$ cat src/hw/rtl/rgbc_pkg.sv
// rgbc_pkg: shared types and constants for the 3x3 rgb convolution filter
// no dependencies; imported by the filter datapath, the top level and the checker
`default_nettype none

package rgbc_pkg;

  // frame limits
  localparam int MAX_WIDTH  = 2048;
  localparam int MAX_HEIGHT = 4096;

  localparam int COL_W = $clog2(MAX_WIDTH);
  localparam int ROW_W = $clog2(MAX_HEIGHT);
  localparam int WID_W = COL_W + 1;
  localparam int HGT_W = ROW_W + 1;

  // blur scale 0.111 as a 16 bit fraction
  localparam logic [12:0] BLUR_MUL = 13'd7274;

  // result queue
  localparam int FIFO_DEPTH = 16;
  localparam int FIFO_AW    = $clog2(FIFO_DEPTH);
  localparam int FIFO_CW    = FIFO_AW + 1;
  // three results each for the new item and the two in flight
  localparam int ACCEPT_MAX = FIFO_DEPTH - 9;

  // filter modes
  localparam logic [1:0] MODE_BLUR    = 2'd0;
  localparam logic [1:0] MODE_EMBOSS  = 2'd1;
  localparam logic [1:0] MODE_SHARPEN = 2'd2;

  // configuration register indexes
  localparam logic [1:0] CFG_MODE   = 2'd0;
  localparam logic [1:0] CFG_WIDTH  = 2'd1;
  localparam logic [1:0] CFG_HEIGHT = 2'd2;

  typedef struct packed {
    logic [7:0] red_in;
    logic [7:0] green_in;
    logic [7:0] blue_in;
    logic [7:0] alpha_in;
  } pix_in_t;

  typedef struct packed {
    logic [COL_W-1:0] out_col;
    logic [ROW_W-1:0] out_row;
    logic [7:0]       red_out;
    logic [7:0]       green_out;
    logic [7:0]       blue_out;
    logic [7:0]       alpha_out;
    logic             last_of_run;
  } pix_out_t;

  // 3x3 window of packed pixels {a, b, g, r}
  typedef logic [8:0][31:0] win_t;

endpackage

`default_nettype wire

$ cat src/hw/rtl/rgbc_filter.sv
// rgbc_filter: blur / emboss / sharpen kernel over one 3x3 window, three channels
// depends on rgbc_pkg
`default_nettype none

module rgbc_filter (
  input  rgbc_pkg::win_t     win,
  input  logic [1:0]         mode,
  output logic [23:0]        rgb
);
  import rgbc_pkg::*;

  function automatic logic [7:0] clamp_u8(input logic signed [12:0] v);
    logic [7:0] res;
    if (v < 0) begin
      res = 8'd0;
    end else if (v > 13'sd255) begin
      res = 8'd255;
    end else begin
      res = v[7:0];
    end
    return res;
  endfunction

  for (genvar k = 0; k < 3; k++) begin : g_chan
    logic [7:0]         p [9];
    logic [11:0]        usum;
    logic [24:0]        prod;
    logic signed [12:0] emb;
    logic signed [12:0] shp;

    // unpack this channel from the window
    always_comb begin
      for (int i = 0; i < 9; i++) begin
        p[i] = win[i][8*k +: 8];
      end
    end

    // blur: plain sum scaled by the fixed point reciprocal
    always_comb begin
      usum = 12'd0;
      for (int i = 0; i < 9; i++) begin
        usum = usum + {4'd0, p[i]};
      end
      prod = 25'(usum) * 25'(BLUR_MUL);
    end

    // emboss and sharpen kernels
    always_comb begin
      emb = 13'sd128
          + $signed({5'd0, p[4]}) + $signed({5'd0, p[5]})
          + $signed({5'd0, p[7]}) + $signed({4'd0, p[8], 1'b0})
          - $signed({4'd0, p[0], 1'b0})
          - $signed({5'd0, p[1]}) - $signed({5'd0, p[3]});
      shp = $signed({3'd0, p[4], 2'd0}) + $signed({5'd0, p[4]})
          - $signed({5'd0, p[1]}) - $signed({5'd0, p[3]})
          - $signed({5'd0, p[5]}) - $signed({5'd0, p[7]});
    end

    // mode select; the unused code acts as blur
    always_comb begin
      case (mode)
        MODE_EMBOSS:  rgb[8*k +: 8] = clamp_u8(emb);
        MODE_SHARPEN: rgb[8*k +: 8] = clamp_u8(shp);
        default:      rgb[8*k +: 8] = prod[23:16];
      endcase
    end
  end

endmodule

`default_nettype wire

$ cat config.mk
export PLATFORM = sky130hd
export DESIGN_NAME = rgbc_filter
export DESIGN_NICKNAME = d
export VERILOG_FILES = /design/src/hw/rtl/rgbc_pkg.sv /design/src/hw/rtl/rgbc_filter.sv
export SDC_FILE = /design/constraint.sdc
export NUM_CORES = 1
export LEC_CHECK = 0
export ABC_CLOCK_PERIOD_IN_PS = 17950
export BUFFER_PORTS_ARGS = -buffer_cell sky130_fd_sc_hd__buf_2
export CAP_MARGIN = 40
export CORE_MARGIN = 8
export CORE_UTILIZATION = 67
export DETAILED_ROUTE_END_ITERATION = 12
export GPL_ROUTABILITY_DRIVEN = 0
export PLACE_DENSITY = 0.91
export SLEW_MARGIN = 20
export SYNTH_ARGS = -nofsm -noshare
export SYNTH_HDL_FRONTEND = slang
export SYNTH_SLANG_ARGS = --single-unit
export TNS_END_PERCENT = 10
$ cat constraint.sdc
create_clock -name vclk -period 17.95
set_input_delay 1.795 -clock vclk [all_inputs]
set_output_delay 1.795 -clock vclk [all_outputs]
set_load 0.01 [all_outputs]
==> results of run 1 <==
==> metrics by stage <==
step	area, um^2	worst slack (ps)	hold WS [ps]
after floorplan	22090	6470	3892
after global placement	23880	5350	4295
after detailed placement	23930	5126	4329
after CTS	23930	5093	4331
after global routing	23970	4634	4375
final	23970	5060	4372
==> layout make-up <==
| type | instances | area share |
|---|---|---|
| multi-input combinational | 1598 | 0.8038 |
| timing repair buffer | 260 | 0.05586 |
| tap | 442 | 0.02307 |
| inverter | 749 | 0.1173 |
==> logic make-up (layout without fill, tap and decap cells) <==
family,after synthesis,after routing
xor gates and xnor gates,112,112
and+or+nand+nor,239,239
adders and majority gates,899,899
AOI/OAI and AO/OA,345,345
buffers and inverters,753,1009
muxes,3,3
==> worst paths after layout <==
| check | slack [ps] | start | endpoint | cells past startpoint |
|---|---|---|---|---|
| max | 5060 | win[42] | rgb[15] | 34 |
| min | 4370 | win[240] | rgb[16] | 5 |
==> Yosys cell counts (9+ instances only) <==
cell and n:
nand2_1 46, fa_1 459, ha_1 440, a21oi_1 83
a211o_1 9, nor2_1 71, inv_1 749, o21ai_0 61
nor2b_1 16, o211ai_1 17, o31ai_1 12, nand3_1 14
o21a_1 34, a21o_1 27, xor2_1 39, nand2b_1 17
o21bai_1 22, xnor2_1 73, nor3_1 23, a211oi_1 10
==> metal layers <==
metal  routed length (um)  track usage
met5                   12            0
met4                 2879       0.1311
met3                 2939      0.02743
met2                29800       0.5514
met1                20400       0.3379
==> worst max-delay path, delay by kind of cell <==
family,cells,cell delay [ps]
AO/OA/AOI/OAI,12,2900
XOR/XNOR,1,320
AND/OR/NAND/NOR,3,390
buffers and inverters,6,530
adder cells (fa/ha/maj),12,5160
==> flow_summary.json, run 1 <==
{
  "post-place-cells": 3043,
  "synth_top_area_share": 0.4160,
  "grt_antenna_before_repair": 1,
  "multi_input_area_um2": 19260,
  "start_util": 0.6789,
  "gr-total-overflow": 0,
  "synth_xor_area_frac": 0.04441,
  "synth.net_count": 3540,
  "fp.dieH_um": 197.6,
  "fin_crit_ps": 12890,
  "nNetsFinal": 3798,
  "synth-compound-area-share": 0.1068,
  "max-slew-margin-rel": 0.4293,
  "synthesis.area_um2": 22090,
  "synth.area.top_cells": "fa_1 (42%), ha_1 (25%), inv_1 (13%), xnor2_1 (2.9%), a21oi_1 (1.9%)",
  "worstMarginPinSlew_ps": 842.7,
  "layout_common_cells": "inv_1 (749), fa_1 (459), ha_1 (440)",
  "critical_path.most_common_cell": "fa_1",
  "dr.first_iter.drc_count": 936,
  "rsz0062_at_grt": "no",
  "post_cts_buffers": 0,
  "syn_avg_cell_area_um2": 9.396,
  "nFlopsAndLatches": 0,
  "grt_max_degree": 30,
  "period_share": 0.7181,
  "wl_per_cell_um": 18.38,
  "chipWidth_um": 197.6,
  "cts-resized-gates": 0,
  "final.setup.tns_ps": 0,
  "slowest_stage": "fa_1",
  "drive_gt1_frac": 0.1086,
  "dp_hpwl_um": 52080,
  "io_buffers": 242,
  "synth_fa_ha_area_frac": 0.6652,
  "rows": 66,
  "worst_setup_path_start_kind": "input port",
  "seq_area_um2": 0,
  "die_area_um2": 39040,
  "synth-simple-area-share": 0.05415,
  "ys_warn_count": 0,
  "worst_setup_path_end_kind": "output pin",
  "route.detailed.drc": 0,
  "num_vias": 17400,
  "cp.arrival_ps": 11090,
  "synth_top_family_by_area": "adder cells",
  "synth_cell_types": 76,
  "final_common_cell": "inv_1",
  "hold_viol": 0,
  "grt_pass1_wl_um": 94030,
  "yosys.area.top_type": "fa_1",
  "clock_buffer_count": 0,
  "fmax_ghz": 0.07758,
  "hold_class": "input port to output pin",
  "fillCellCount": 2189,
  "hold_buffers": 0,
  "syn-instance-count": 2351,
  "core_um2": 32540,
  "synth_mux_area_frac": 0.001473,
  "grt_pass1_vias": 20000,
  "crit_required_ps": 16150,
  "status": "complete, no violations",
  "cpPeakStageDelay_ps": 540,
  "track_usage": 0.2949,
  "drv_cap": 0,
  "drt-total-wl_um": 56030,
  "syn2layout_area_growth_pct": 8.496,
  "ant_nets": 0,
  "worstPathMaxFanout": 4,
  "drtPass1Iterations": 7,
  "n_antenna_cell": 0,
  "layoutNonFillerInstCount": 3049,
  "setup_viol": 0,
  "crit_type": "input port to output pin",
  "slew_viol_final": 0,
  "seq_area_frac_synth": 0,
  "fin_util": 0.7366,
  "io_pins": 314,
  "vias_per_cell": 5.705
}
Power of run 1 is left out: the tool's default activity adds up to more than one toggle a clock period on the data nets, which glitch-free logic cannot reach.
==> run 2: changes to the inputs <==
--- a/config.mk
+++ b/config.mk
@@ -5,14 +5,15 @@
 export SDC_FILE = /design/constraint.sdc
 export NUM_CORES = 1
 export LEC_CHECK = 0
-export ABC_CLOCK_PERIOD_IN_PS = 17950
+export ABC_AREA = 1
+export ABC_CLOCK_PERIOD_IN_PS = 12000
 export BUFFER_PORTS_ARGS = -buffer_cell sky130_fd_sc_hd__buf_2
 export CAP_MARGIN = 40
 export CORE_MARGIN = 8
-export CORE_UTILIZATION = 67
+export CORE_UTILIZATION = 62
 export DETAILED_ROUTE_END_ITERATION = 12
 export GPL_ROUTABILITY_DRIVEN = 0
-export PLACE_DENSITY = 0.91
+export PLACE_DENSITY = 0.85
 export SLEW_MARGIN = 20
 export SYNTH_ARGS = -nofsm -noshare
 export SYNTH_HDL_FRONTEND = slang
==> constraint.sdc (replaced) <==
create_clock -name vclk -period 12
set_input_delay 1.2 -clock vclk [all_inputs]
set_output_delay 1.2 -clock vclk [all_outputs]
set_load 0.01 [all_outputs]
==> flow_summary.json, run 2 <==
{
  "max-slew-margin-rel": 0.4276,
  "seq_area_um2": 0,
  "nNetsFinal": 4254,
  "rows": 71,
  "status": "complete, no violations",
  "worstPathMaxFanout": 5,
  "syn-instance-count": 2818,
  "gr-total-overflow": 0,
  "hold_slack_ps": 3190,
  "chipWidth_um": 209.8,
  "final.setup.tns_ps": 0,
  "period_share": 0.9085,
  "n_antenna_cell": 0,
  "cp.arrival_ps": 9700,
  "synth_top_cells_by_count": "inv_1 (880), fa_1 (459), ha_1 (440), nand2_1 (406), a21oi_1 (147)",
  "start_util": 0.6238,
  "num_vias": 18940,
  "yosysMostFrequentCell": "inv_1",
  "worstMarginPinSlew_ps": 857.6,
  "worst_setup_path_start_kind": "input port",
  "crit_type": "input port to output pin",
  "synthesis.area_um2": 23280,
  "post_cts_buffers": 0,
  "grt_antenna_before_repair": 1,
  "final_common_cell": "inv_1",
  "grt_pass1_wl_um": 98440,
  "synth_top_area_share": 0.3948,
  "clock_buffer_count": 0,
  "hold_class": "input port to output pin",
  "hold_buffers": 0,
  "fp.dieH_um": 209.8,
  "slowest_stage": "fa_1",
  "synth.net_count": 4007,
  "drtPass1Iterations": 5,
  "die_area_um2": 44000,
  "cpPeakStageDelay_ps": 550,
  "syn_avg_cell_area_um2": 8.260,
  "drive_gt1_frac": 0.09958,
  "worst_setup_path_end_kind": "output pin",
  "synth.area.top_cells": "fa_1 (39%), ha_1 (24%), inv_1 (14%), nand2_1 (6.5%), a21oi_1 (3.2%)",
  "ant_nets": 0,
  "vias_per_cell": 5.356,
  "dp_hpwl_um": 54400,
  "slew_viol_final": 0,
  "wl_per_cell_um": 16.45,
  "nFlopsAndLatches": 0,
  "fillCellCount": 2920,
  "io_pins": 314,
  "grt_max_degree": 22,
  "track_usage": 0.2709,
  "critical_path.most_common_cell": "fa_1",
  "hold_viol": 0,
  "ys_warn_count": 0,
  "yosys.area.top_type": "fa_1",
  "dr.first_iter.drc_count": 1025,
  "rsz0062_at_grt": "no",
  "setup_viol": 0,
  "fmax_ghz": 0.09173,
  "crit_required_ps": 10800,
  "core_um2": 37310,
  "route.detailed.drc": 0,
  "synth_cell_types": 43,
  "syn2layout_area_growth_pct": 7.880,
  "drv_cap": 0,
  "seq_area_frac_synth": 0,
  "grt_pass1_vias": 20950,
  "layout_common_cells": "inv_1 (880), fa_1 (459), ha_1 (440)",
  "drt-total-wl_um": 58190,
  "cts-resized-gates": 0,
  "fin_crit_ps": 10900,
  "io_buffers": 242
}
[run 2: changes by cell type after synthesis, moves of 15 or more]
cell,change
a21o_1,-17
nor2_1,+44
nand4_1,+15
inv_1,+131
nand3_1,+57
nor2b_1,-16
xnor2_1,-49
o21a_1,-31
nand2b_1,-17
a21oi_1,+64
xor2_1,+34
nor3_1,-16
nand2_1,+360
[run 2: area by class of cell]
cell class,count,area (um^2),share of cell area
Multi-Input combinational cell,1928,19920,0.7933
Inverter,885,3322,0.1323
Timing Repair Buffer,250,1275,0.05077
Tap cell,474,593.1,0.02362
[run 2: critical path: cells and delay by family]
family	cells	cell delay, ps
simple gates	9	880
compound gates	7	1190
xor+xnor	1	530
buf+inv	8	930
fa+ha+maj	12	4980
[run 2: path summary, 6_finish.rpt]
check,start,endpoint,slack (ps),cells after the start
setup / recovery,win[129],rgb[2],1100,37
hold / removal,win[224],rgb[0],3190,7
[run 2: per-layer routing]
layer / up-vias / global-route usage / wire length (um)
met4: 2 / 0.1098 / 2754
met1: 9183 / 0.3258 / 22950
li1: 8945 / - / -
met2: 651 / 0.4903 / 29370
met5: - / 0 / 16
met3: 162 / 0.02849 / 3094
[run 2: kinds of logic (layout without fill, tap and decap cells)]
family                     count (synthesis)  in the layout  synth area share
adders and majority gates                899            899            0.6313
and+or+nand+nor                          662            662            0.1212
buffers and inverters                    890           1135            0.1442
xor gates and xnor gates                 100            100           0.03908
AOI/OAI and AO/OA                        267            267           0.06424
[run 2: metrics by stage]
step	utilization	area (um^2)	instances	setup WS, ps
finish	0.6730	25110	3537	1099
global route	0.6730	25110	3537	680.1
CTS	0.6728	25100	3536	1104
detailed placement	0.6728	25100	3536	1113
global placement	0.6723	25080	3534	1271
floorplan	-	23280	2818	2074
Power of run 2 is left out for the same reason.
